**config.mk**
```make
export PLATFORM = sky130hd
export DESIGN_NAME = newick_token_parser_top
export DESIGN_NICKNAME = d
export VERILOG_FILES = /design/src/hdl/nwk_pkg.sv /design/src/hdl/newick_token_parser_top.sv
export SDC_FILE = /design/constraint.sdc
export NUM_CORES = 1
export LEC_CHECK = 0
export BUFFER_PORTS_ARGS = -buffer_cell sky130_fd_sc_hd__clkbuf_2
export CORE_MARGIN = 3
export CORE_UTILIZATION = 45
export DETAILED_ROUTE_END_ITERATION = 6
export GPL_ROUTABILITY_DRIVEN = 0
export HOLD_SLACK_MARGIN = 0.12
export PLACE_DENSITY = 0.65
export SYNTH_ARGS = -nofsm -noshare
export SYNTH_HDL_FRONTEND = slang
export SYNTH_SLANG_ARGS = --single-unit
```
**constraint.sdc**
```tcl
create_clock -name clk -period 3.13 [get_ports clk]
set_input_delay 0.1565 -clock clk [delete_from_list [all_inputs] [get_ports clk]]
set_output_delay 0.1565 -clock clk [all_outputs]
set_load 0.02 [all_outputs]
```
**src/hdl/nwk_pkg.sv**
```systemverilog
// Shared types and codes for the tree-format token parser.
`default_nettype none
package nwk_pkg;

	// Token kinds; codes above KIND_COMMENT count as unknown.
	localparam logic [3:0] KIND_UNKNOWN  = 4'd0;
	localparam logic [3:0] KIND_OPEN     = 4'd1;
	localparam logic [3:0] KIND_CLOSE    = 4'd2;
	localparam logic [3:0] KIND_COMMA    = 4'd3;
	localparam logic [3:0] KIND_SEMI     = 4'd4;
	localparam logic [3:0] KIND_BARE     = 4'd5;
	localparam logic [3:0] KIND_QUOTED   = 4'd6;
	localparam logic [3:0] KIND_NUMBER   = 4'd7;
	localparam logic [3:0] KIND_TAG      = 4'd8;
	localparam logic [3:0] KIND_COMMENT  = 4'd9;
	localparam logic [3:0] KIND_NONE     = 4'd15;

	// Event codes.
	localparam logic [2:0] EV_NONE       = 3'd0;
	localparam logic [2:0] EV_LABEL      = 3'd1;
	localparam logic [2:0] EV_LENGTH     = 3'd2;
	localparam logic [2:0] EV_TAG        = 3'd3;
	localparam logic [2:0] EV_COMMENT    = 3'd4;
	localparam logic [2:0] EV_NODE_DONE  = 3'd5;
	localparam logic [2:0] EV_TREE_DONE  = 3'd6;
	localparam logic [2:0] EV_ERROR      = 3'd7;

	// Error codes.
	localparam logic [3:0] ERR_NONE       = 4'd0;
	localparam logic [3:0] ERR_INVALID    = 4'd1;
	localparam logic [3:0] ERR_REOPENED   = 4'd2;
	localparam logic [3:0] ERR_BAD_START  = 4'd3;
	localparam logic [3:0] ERR_BAD_COMMA  = 4'd4;
	localparam logic [3:0] ERR_EXTRA_CLOSE = 4'd5;
	localparam logic [3:0] ERR_BAD_CLOSE  = 4'd6;
	localparam logic [3:0] ERR_MISS_CLOSE = 4'd7;
	localparam logic [3:0] ERR_BAD_SEMI   = 4'd8;
	localparam logic [3:0] ERR_NO_SEMI    = 4'd9;
	localparam logic [3:0] ERR_OVERFLOW   = 4'd10;

	// Allowed predecessor kinds, one bit per kind code.
	localparam logic [15:0] PRED_OPEN   = 16'h020A;
	localparam logic [15:0] PRED_LABEL  = 16'h020E;
	localparam logic [15:0] PRED_NUMBER = 16'h026E;
	localparam logic [15:0] PRED_COMMA  = 16'h03EE;
	localparam logic [15:0] PRED_CLOSE  = 16'h03EC;
	localparam logic [15:0] PRED_SEMI   = 16'h03E4;

	typedef struct packed {
		logic [3:0]  token_kind;
		logic [15:0] token_handle;
		logic        end_of_input;
	} token_t;

	typedef struct packed {
		logic [2:0]  event_res;
		logic [7:0]  node_depth;
		logic        node_is_leaf;
		logic        label_unquoted;
		logic [15:0] value_handle;
		logic        tree_end;
		logic [3:0]  error_code;
	} event_t;

endpackage
`default_nettype wire

```
**src/hdl/newick_token_parser_top.sv**
```systemverilog
// Tree-format token parser: one token beat in, one event beat out.
// A token goes from the input register through the checks into the event register.
// Throughput: one token per cycle; the input register and the event register advance
// together whenever the event register is empty or its beat is being taken.
// Reset clears the valid flags and returns the tree state to a fresh tree.
`default_nettype none
module newick_token_parser_top #(
	parameter int MAX_DEPTH = 255
) (
	input  wire logic           clk,
	input  wire logic           arst_n,
	input  wire logic           tok_valid,
	output logic                tok_stall,
	input  wire nwk_pkg::token_t tok,
	output logic                evt_valid,
	input  wire logic           evt_stall,
	output nwk_pkg::event_t     evt
);

	localparam logic [7:0] DepthLimit = (MAX_DEPTH > 255) ? 8'd255 : 8'(MAX_DEPTH);

	// Input register.
	logic            tok_valid_s1;
	nwk_pkg::token_t tok_s1;

	// Tree state.
	logic [7:0] depth_q;
	logic       closed_q;
	logic       first_q;
	logic [3:0] prev_q;
	logic [3:0] plain_q;
	logic       pend_q;
	logic [7:0] pdepth_q;
	logic       pleaf_q;

	logic [7:0] depth_d;
	logic       closed_d;
	logic       first_d;
	logic [3:0] prev_d;
	logic [3:0] plain_d;
	logic       pend_d;
	logic [7:0] pdepth_d;
	logic       pleaf_d;

	logic            advance;
	nwk_pkg::event_t result;
	nwk_pkg::event_t evt_q;
	logic            evt_valid_q;

	assign advance   = !evt_valid_q || !evt_stall;
	assign tok_stall = !advance;
	assign evt_valid = evt_valid_q;
	assign evt       = evt_q;

	always_comb begin
		logic [3:0]  kind;
		logic [3:0]  err;
		logic [2:0]  ev;
		logic        unq;
		logic [15:0] vh;
		logic        tend;
		logic        done;
		logic        unknown;

		kind    = tok_s1.token_kind;
		err     = nwk_pkg::ERR_NONE;
		ev      = nwk_pkg::EV_NONE;
		unq     = 1'b0;
		vh      = '0;
		tend    = 1'b0;
		done    = 1'b0;
		unknown = (kind == nwk_pkg::KIND_UNKNOWN) || (kind > nwk_pkg::KIND_COMMENT);

		depth_d  = depth_q;
		closed_d = closed_q;
		first_d  = first_q;
		prev_d   = prev_q;
		plain_d  = plain_q;
		pend_d   = pend_q;
		pdepth_d = pdepth_q;
		pleaf_d  = pleaf_q;

		priority if (unknown) begin
			err = nwk_pkg::ERR_INVALID;
		end else if (kind == nwk_pkg::KIND_OPEN) begin
			priority if (prev_q != nwk_pkg::KIND_NONE && !nwk_pkg::PRED_OPEN[prev_q])
				err = nwk_pkg::ERR_INVALID;
			else if (closed_q)
				err = nwk_pkg::ERR_REOPENED;
			else if (depth_q >= DepthLimit)
				err = nwk_pkg::ERR_OVERFLOW;
			else
				depth_d = depth_q + 8'd1;
		end else if (first_q && kind != nwk_pkg::KIND_COMMENT) begin
			err = nwk_pkg::ERR_BAD_START;
		end else if (first_q) begin
			ev = nwk_pkg::EV_NONE;
		end else begin
			// A node opens on the first attachable token after a boundary.
			if (!pend_q) begin
				pend_d   = 1'b1;
				pdepth_d = depth_q;
				pleaf_d  = (plain_q == nwk_pkg::KIND_OPEN) || (plain_q == nwk_pkg::KIND_COMMA);
			end
			unique case (kind)
				nwk_pkg::KIND_BARE, nwk_pkg::KIND_QUOTED: begin
					if (!nwk_pkg::PRED_LABEL[prev_q]) begin
						err = nwk_pkg::ERR_INVALID;
					end else begin
						ev  = nwk_pkg::EV_LABEL;
						vh  = tok_s1.token_handle;
						unq = (kind == nwk_pkg::KIND_BARE);
					end
				end
				nwk_pkg::KIND_NUMBER: begin
					if (!nwk_pkg::PRED_NUMBER[prev_q]) begin
						err = nwk_pkg::ERR_INVALID;
					end else begin
						ev = nwk_pkg::EV_LENGTH;
						vh = tok_s1.token_handle;
					end
				end
				nwk_pkg::KIND_TAG: begin
					ev = nwk_pkg::EV_TAG;
					vh = tok_s1.token_handle;
				end
				nwk_pkg::KIND_COMMENT: begin
					ev = nwk_pkg::EV_COMMENT;
					vh = tok_s1.token_handle;
				end
				nwk_pkg::KIND_COMMA: begin
					if (!nwk_pkg::PRED_COMMA[prev_q]) begin
						err = nwk_pkg::ERR_BAD_COMMA;
					end else begin
						ev     = nwk_pkg::EV_NODE_DONE;
						pend_d = 1'b0;
					end
				end
				nwk_pkg::KIND_CLOSE: begin
					priority if (depth_q == 8'd0) begin
						err = nwk_pkg::ERR_EXTRA_CLOSE;
					end else if (!nwk_pkg::PRED_CLOSE[prev_q]) begin
						err = nwk_pkg::ERR_BAD_CLOSE;
					end else begin
						ev       = nwk_pkg::EV_NODE_DONE;
						pend_d   = 1'b0;
						depth_d  = depth_q - 8'd1;
						closed_d = (depth_q == 8'd1);
					end
				end
				default: begin
					// Semicolon.
					priority if (depth_q != 8'd0) begin
						err = nwk_pkg::ERR_MISS_CLOSE;
					end else if (!nwk_pkg::PRED_SEMI[prev_q]) begin
						err = nwk_pkg::ERR_BAD_SEMI;
					end else begin
						ev     = nwk_pkg::EV_NODE_DONE;
						tend   = 1'b1;
						done   = 1'b1;
						pend_d = 1'b0;
					end
				end
			endcase
		end

		if (err == nwk_pkg::ERR_NONE && tok_s1.end_of_input && !done)
			err = nwk_pkg::ERR_NO_SEMI;

		result = '0;
		if (err != nwk_pkg::ERR_NONE) begin
			result.event_res  = nwk_pkg::EV_ERROR;
			result.error_code = err;
		end else if (ev != nwk_pkg::EV_NONE) begin
			result.event_res      = ev;
			result.node_depth     = pdepth_d;
			result.node_is_leaf   = pleaf_d;
			result.label_unquoted = unq;
			result.value_handle   = vh;
			result.tree_end       = tend;
		end

		// Any error or a finished tree starts the next tree from scratch.
		if (err != nwk_pkg::ERR_NONE || done) begin
			depth_d  = '0;
			closed_d = 1'b0;
			first_d  = 1'b1;
			prev_d   = nwk_pkg::KIND_NONE;
			plain_d  = nwk_pkg::KIND_NONE;
			pend_d   = 1'b0;
			pdepth_d = '0;
			pleaf_d  = 1'b0;
		end else begin
			first_d = 1'b0;
			prev_d  = kind;
			if (kind != nwk_pkg::KIND_COMMENT)
				plain_d = kind;
		end
	end

	always_ff @(posedge clk or negedge arst_n) begin
		if (!arst_n) begin
			tok_valid_s1 <= 1'b0;
			evt_valid_q  <= 1'b0;
			depth_q      <= '0;
			closed_q     <= 1'b0;
			first_q      <= 1'b1;
			prev_q       <= nwk_pkg::KIND_NONE;
			plain_q      <= nwk_pkg::KIND_NONE;
			pend_q       <= 1'b0;
			pdepth_q     <= '0;
			pleaf_q      <= 1'b0;
		end else if (advance) begin
			tok_valid_s1 <= tok_valid;
			evt_valid_q  <= tok_valid_s1;
			if (tok_valid_s1) begin
				depth_q  <= depth_d;
				closed_q <= closed_d;
				first_q  <= first_d;
				prev_q   <= prev_d;
				plain_q  <= plain_d;
				pend_q   <= pend_d;
				pdepth_q <= pdepth_d;
				pleaf_q  <= pleaf_d;
			end
		end
	end

	always_ff @(posedge clk) begin
		if (advance) begin
			if (tok_valid)
				tok_s1 <= tok;
			if (tok_valid_s1)
				evt_q <= result;
		end
	end

	// An error beat carries nothing but a nonzero error code.
	assert property (@(posedge clk) disable iff (!arst_n)
		evt_valid && evt.event_res == nwk_pkg::EV_ERROR |->
			evt.error_code != nwk_pkg::ERR_NONE && evt.node_depth == 8'd0 &&
			evt.value_handle == 16'd0 && !evt.tree_end && !evt.node_is_leaf)
		else $error("error event carries payload");

	// Nesting never passes the configured limit.
	assert property (@(posedge clk) disable iff (!arst_n) depth_q <= DepthLimit)
		else $error("nesting depth above limit");

	// A closed tree has no open bracket.
	assert property (@(posedge clk) disable iff (!arst_n) closed_q |-> depth_q == 8'd0)
		else $error("tree closed with open brackets");

	// At the start of a tree nothing is open.
	assert property (@(posedge clk) disable iff (!arst_n)
		first_q |-> depth_q == 8'd0 && !pend_q && !closed_q)
		else $error("fresh tree has leftover state");

endmodule
`default_nettype wire

```
; Word level (Yosys, flattened, before mapping)
; Memories as Yosys holds them, arrays and structs flattened.
; Cells that the tools add are included.
[totals]
register_bits = 85
mem_bits_ro = 96
inputBits = 25
output_inout_bits = 36
n_memories = 6
[classes]
n_addsub = 2
n_lt_le_gt_ge = 3
n_eq_ne = 24
mux = 101
bitwise = 3
reduce_logical = 37
[memory_table]
columns = memory, depth, width, rd, rd_clocked_by_memory_dff, write_ports, line_no
row1 = (name not given), 16, 1, 1, 0, 0, newick_token_parser_top.sv:155  ; end else if (!nwk_pkg::PRED_SEMI[prev_q]) begin
row2 = (name not given), 16, 1, 1, 0, 0, newick_token_parser_top.sv:142  ; end else if (!nwk_pkg::PRED_CLOSE[prev_q]) begin
row3 = (name not given), 16, 1, 1, 0, 0, newick_token_parser_top.sv:132  ; if (!nwk_pkg::PRED_COMMA[prev_q]) begin
row4 = (name not given), 16, 1, 1, 0, 0, newick_token_parser_top.sv:116  ; if (!nwk_pkg::PRED_NUMBER[prev_q]) begin
row5 = (name not given), 16, 1, 1, 0, 0, newick_token_parser_top.sv:107  ; if (!nwk_pkg::PRED_LABEL[prev_q]) begin
row6 = (name not given), 16, 1, 1, 0, 0, newick_token_parser_top.sv:86  ; priority if (prev_q != nwk_pkg::KIND_NONE && !nwk_pkg::PRED_OPEN[prev_q])
[op_table]
columns = op, count
row1 = $mux 8, 17
row2 = $mux 16, 6
row3 = $mux 4, 13
row4 = $pmux 16 s3, 1
row5 = $mux 1, 47
row6 = $mux 3, 12
row7 = $mux 30, 1
row8 = $pmux 4 s5, 1
row9 = $pmux 3 s6, 1
row10 = $ne 3x2->1 const B, 5
row11 = $eq 4x2->1 const B, 3
row12 = $eq 4x3->1 const B, 3
row13 = $reduce_and 11->1, 1
row14 = $ne 2x1->1 const B, 5
row15 = $reduce_and 9->1, 1
row16 = $reduce_bool 3->1, 3
row17 = $add 8x1->8 const B, 1
row18 = $eq 4x1->1 const B, 2
row19 = $eq 4x4->1 const B, 2
row20 = $eq 8x1->1 const B, 1
row21 = $ge 8x8->1 const B, 1
row22 = $logic_not 4->1, 2
row23 = $logic_not 8->1, 1
row24 = $ne 4x4->1 const B, 2
row25 = 21 further kinds, 38

; Longest topological paths before layout
[depth]
word_depth = 17
depth_mapped = 10
mapped_depth_nobuf = 9

; Worst setup path after synthesis
; No wires, ideal clock.
[synth_path]
path_type = flip-flop to flip-flop
from = register prev_q[0]
to = register evt_q, in the netlist evt[31], data pin
t_arrival_ps = 2561
required_ps = 2875
setup_slack_ps = 314
path_stages_with_launch = 10
n_path_buf = 0
period_less_slack_ps = 2816
path_cell_list = dfstp_2 inv_1 ha_1 or3b_1 o211ai_1 nand4_1 a311oi_4 nand2_1 nor3b_1 a21bo_2
[synth_between]
elab_chain_cells = 14
word_cells_on_any_way = 55
[synth_lines]
columns = item, line_no
row1 = start: declaration, newick_token_parser_top.sv:30  ; logic [3:0] prev_q;
row2 = start signal: assignment, newick_token_parser_top.sv:208  ; prev_q <= nwk_pkg::KIND_NONE;
row3 = start signal: assignment, newick_token_parser_top.sv:220  ; prev_q <= prev_d;
row4 = "$mem_v2 16x1, on equally long branches", n/a
row5 = "$mux 1, on equally long branches", "newick_token_parser_top.sv:142, newick_token_parser_top.sv:155"
row6 = $mux 3 / $mux 4 (equally long branches), "newick_token_parser_top.sv:142, newick_token_parser_top.sv:155"
row7 = $mux 3 / $mux 4 (equally long branches), "newick_token_parser_top.sv:140, newick_token_parser_top.sv:153"
row8 = $pmux 4 s5, newick_token_parser_top.sv:105  ; unique case (kind)
row9 = $mux 4, newick_token_parser_top.sv:96  ; end else if (first_q) begin
row10 = $mux 4, newick_token_parser_top.sv:94  ; end else if (first_q && kind != nwk_pkg::KIND_COMMENT) begin
row11 = $mux 4, newick_token_parser_top.sv:85  ; end else if (kind == nwk_pkg::KIND_OPEN) begin
row12 = $mux 4, newick_token_parser_top.sv:83  ; priority if (unknown) begin
row13 = $logic_not 4->1, newick_token_parser_top.sv:167  ; if (err == nwk_pkg::ERR_NONE && tok_s1.end_of_input && !done)
row14 = $logic_and 1x1->1 (2 in a row), newick_token_parser_top.sv:167
row15 = $mux 4, newick_token_parser_top.sv:167
row16 = $reduce_bool 4->1, newick_token_parser_top.sv:171  ; if (err != nwk_pkg::ERR_NONE) begin
row17 = end signal: assignment, newick_token_parser_top.sv:234  ; evt_q <= result;
row18 = end: declaration, newick_token_parser_top.sv:47  ; nwk_pkg::event_t evt_q;
; Several ways; a longest one is shown, not always the timed one. The select of a mux whose other input is x is not followed.
; A chain may end at the register's enable or synchronous reset.

; Final worst setup path
[layout_path]
from = register prev_q[1]
to = register evt_q, in the netlist evt[5], data pin
[layout_between]
elab_chain_cells = 15
word_cells_on_any_way = 59
[layout_lines]
columns = item, line_no
row1 = "$mem_v2 16x1, on equally long branches", n/a
row2 = "$mux 1, on equally long branches", "newick_token_parser_top.sv:142, newick_token_parser_top.sv:155"
row3 = $mux 3 / $mux 4 (equally long branches), "newick_token_parser_top.sv:142, newick_token_parser_top.sv:155"
row4 = $mux 3 / $mux 4 (equally long branches), "newick_token_parser_top.sv:140, newick_token_parser_top.sv:153"
row5 = $pmux 4 s5, newick_token_parser_top.sv:105
row6 = $mux 4, newick_token_parser_top.sv:96
row7 = $mux 4, newick_token_parser_top.sv:94
row8 = $mux 4, newick_token_parser_top.sv:85
row9 = $mux 4, newick_token_parser_top.sv:83
row10 = $logic_not 4->1, newick_token_parser_top.sv:167
row11 = $logic_and 1x1->1 (2 in a row), newick_token_parser_top.sv:167
row12 = $mux 4, newick_token_parser_top.sv:167
row13 = $reduce_bool 4->1, newick_token_parser_top.sv:171
row14 = $reduce_or 6->1 (no line), n/a
; Several ways; a longest one is shown, not always the timed one. The select of a mux whose other input is x is not followed.

==> results.yml <==
cts:
  postCtsSetupRepairBufs: 0
  cts-root-buf: "clkbuf_8"
  cts.path.max_buffers: 2
  clk_latency_ns: 0.35
  numCtsBuffers: 9
  clk_pin_slew_ns: 0.09
  cts_tree: "yes"
  cts.sinks: 84
  ctsHtreeMaxLevel: 3
routing:
  drt_iter0_markers: 246
  drt-total-wl_mm: 9.34
  ant_nets: 0
  wl_per_cell_um: 15.6
  drtPass1Iterations: 4
  routed_via_density: 5.47
  via_count: 3278
  drc_errors: 0
synth:
  synth_edf_count: 55
  synth_common_cells: "edfxtp_1, nand2_1, nor2_1"
  synthesis.area_mm2: 0.00430
  async_flop_share_pct: 34.5
  synth_area_per_cell_um2: 11.4
  synth_seq_cells: 84
  netlist.top_cell.by_area: "edfxtp_1"
  synth_nets: 409
  synthCells: 378
  yosysMostFrequentCell: "edfxtp_1"
  synthTopCellsByArea: "edfxtp_1, dfrtp_1, dfstp_2"
  ys_types: 67
  ys_seq_area_share_pct: 55.5
  synth_top_flop_cell: "edfxtp_1"
  yosysTopAreaCellShare_pct: 38.4
  synth_warnings: 0
sta:
  slew_headroom_pct: 37.9
  fin_skew_ns: 0.0114
  period_needed_ns: 2.95
  max_slew.worst_pin.slew_ns: 0.931
  fin_ws_ns: 0.175
  max_freq_mhz: 338
  setup_viol: 0
  tns_ns: 0
  hold_viol_final: 0
  rsz0062_at_grt: "no"
  period_share_pct: 94.4
  maxSlewViolCount: 0
die:
  die_height_um: 104
  dieWidth_um: 104
  core_mm2: 0.00928
  die_area_mm2: 0.0108
  initial_utilization_pct: 46.3
  io-pin-count: 61
  fp-row-count: 35
outcome:
  outcome: "complete, no violations"
grt:
  grt.total_usage_pct: 17.9
  grt_max_degree: 32
  grt_pass1_vias: 3097
  antenna_found_initial: 0
  overflow: 0
  grt_pass1_wl_mm: 15.5
critical_path:
  critical-path-top-cell-by-count: "buf_4"
  cp.arrival_ns: 3.17
  reg2reg_setup_slack_ns: 0.18
  critPathLaunchType: "flop"
  endpoint_kind: "flop"
  critPathMaxStageDelay_ns: 0.59
  critical_path.cell_chain: "inv_1 > ha_1 > or3b_1 > o211ai_1 > nand4_1 > a311oi_4 > nand2_1 > buf_4 > nor4_4 > buf_4 > and2_1"
  reg2regPathDepth: 11
  r2r-start: "prev_q[1]"
  cpMaxStageDelayCell: "dfstp_2"
  worst-path-max-fanout: 16
  rr_endpoint: "evt[5]"
  crit_required_ns: 3.34
  worstSetupPathType: "reg -> reg"
job:
  cap_violations: 0
finish:
  drive_above_1_share_pct: 25.7
  area_growth_pct: 20.8
  final_util_pct: 56.0
  n_antenna_cell: 0
  final_nets: 496
pwr:
  leakagePower_nw: 2.07
  peakVddDrop_uv: 251
  p_per_area_mw_per_mm2: 467
place:
  portBuffers: 60
  dp_hpwl_mm: 6.43
  place_ws_ns: 0.158
worst_hold_path:
  hold_path.class: "in -> async"
==> cells in the final DEF, fill, tap and decap left out, drive strengths merged, types with 3 or more instances in the layout <==
cell type     n
nor2         28
and3          6
nand4         5
o211ai        4
nand2b        6
nand3         9
clkbuf       71
o21bai        3
inv          16
buf          18
a22o          4
nor4         12
nand2        33
o21a          3
a21oi        24
a31oi         5
a211oi        3
o31ai         4
a221o         3
ha            6
and2         19
or3           5
nor3b         4
dlygate4sd3  23
dfstp         8
nor2b         4
o41ai         5
edfxtp       55
nor3         13
a32o         10
o21ai         9
dfrtp        21
==> how the worst max path moves through the flow <==
| stage | startpoint | end | slack [ns] | cells after the start |
|---|---|---|---|---|
| floorplan | prev_q[0] | evt[31] | 0.31 | 9 |
| global placement | prev_q[0] | evt[31] | 0.28 | 9 |
| detailed placement | prev_q[1] | evt[31] | 0.16 | 9 |
| CTS | prev_q[1] | evt[31] | 0.15 | 9 |
| finish | prev_q[1] | evt[5] | 0.18 | 11 |
| global route | prev_q[1] | evt[5] | 0.006 | 11 |
==> through the flow <==
| stage | total power (W) | std cells | hold WS (ns) | cell area [µm²] |
|---|---|---|---|---|
| detailed placement | 0.00164 | 560 | 0.265 | 4760 |
| global placement | 0.00164 | 560 | 0.255 | 4760 |
| CTS | 0.00245 | 599 | 0.407 | 5190 |
| floorplan | 0.00152 | 378 | -0.139 | 4300 |
| finish | 0.00243 | 599 | 0.393 | 5200 |
| global route | 0.00253 | 599 | 0.462 | 5200 |
==> cell type report <==
type | instances | area [µm²]
clock buffer | 11 | 141
clock inverter | 5 | 58.8
fill | 798 | 4080
inverter | 14 | 52.6
multi-input combinational | 255 | 1720
sequential | 84 | 2390
tap | 129 | 161
timing repair buffer | 101 | 678
==> report_power, final <==
group | leakage, nW | total, W | switching, W | internal [W]
Clock | 0.104 | 0.000786 | 0.000391 | 0.000395
Sequential | 0.896 | 0.00130 | 0.0000348 | 0.00126
Combinational | 1.07 | 0.000343 | 0.000224 | 0.000120
Total | 2.07 | 0.00243 | 0.000650 | 0.00178
==> per-layer routing <==
| layer | vias to the layer above | GRT usage, % | part of all wire, % |
|---|---|---|---|
| li1 | 1597 | - | - |
| met1 | 1574 | 24.5 | 46 |
| met2 | 100 | 28.1 | 48 |
| met3 | 7 | 3.93 | 5.5 |
| met4 | 0 | 6.55 | 0.91 |
| met5 | - | 0 | 0 |
==> worst max-delay path: cells and delay by family (launching register included) <==
kind,cells,cell delay (ns)
compound gates,2,0.52
simple gates,5,1.05
flops,1,0.59
buf+inv,3,0.47
fa+ha+maj,1,0.20
==> state kept, by name, summed over array words and instances (netlist names) <==
register and count:
closed_q 1, depth_q 8, evt 34, evt_valid 1, first_q 1, pdepth_q 8, pend_q 1, plain_q 3
pleaf_q 1, prev_q 4, tok_s1 21, tok_valid_s1 1
==> cell families after synthesis <==
family	Yosys count	synth area share (%)
xor gates and xnor gates	1	0.204
and+or+nand+nor	153	20.5
DFF	84	55.5
buffers and inverters	39	4.65
muxes	2	0.465
adders and majority gates	6	1.74
AOI/OAI and AO/OA	93	16.9
==> timing repair <==
item                       CTS  global route
resized for setup            0             1
hold endpoints to repair    43             0
hold buffers                23             0
setup endpoints to repair    0             1
No activity file was read; power rests on OpenSTA's default activity.
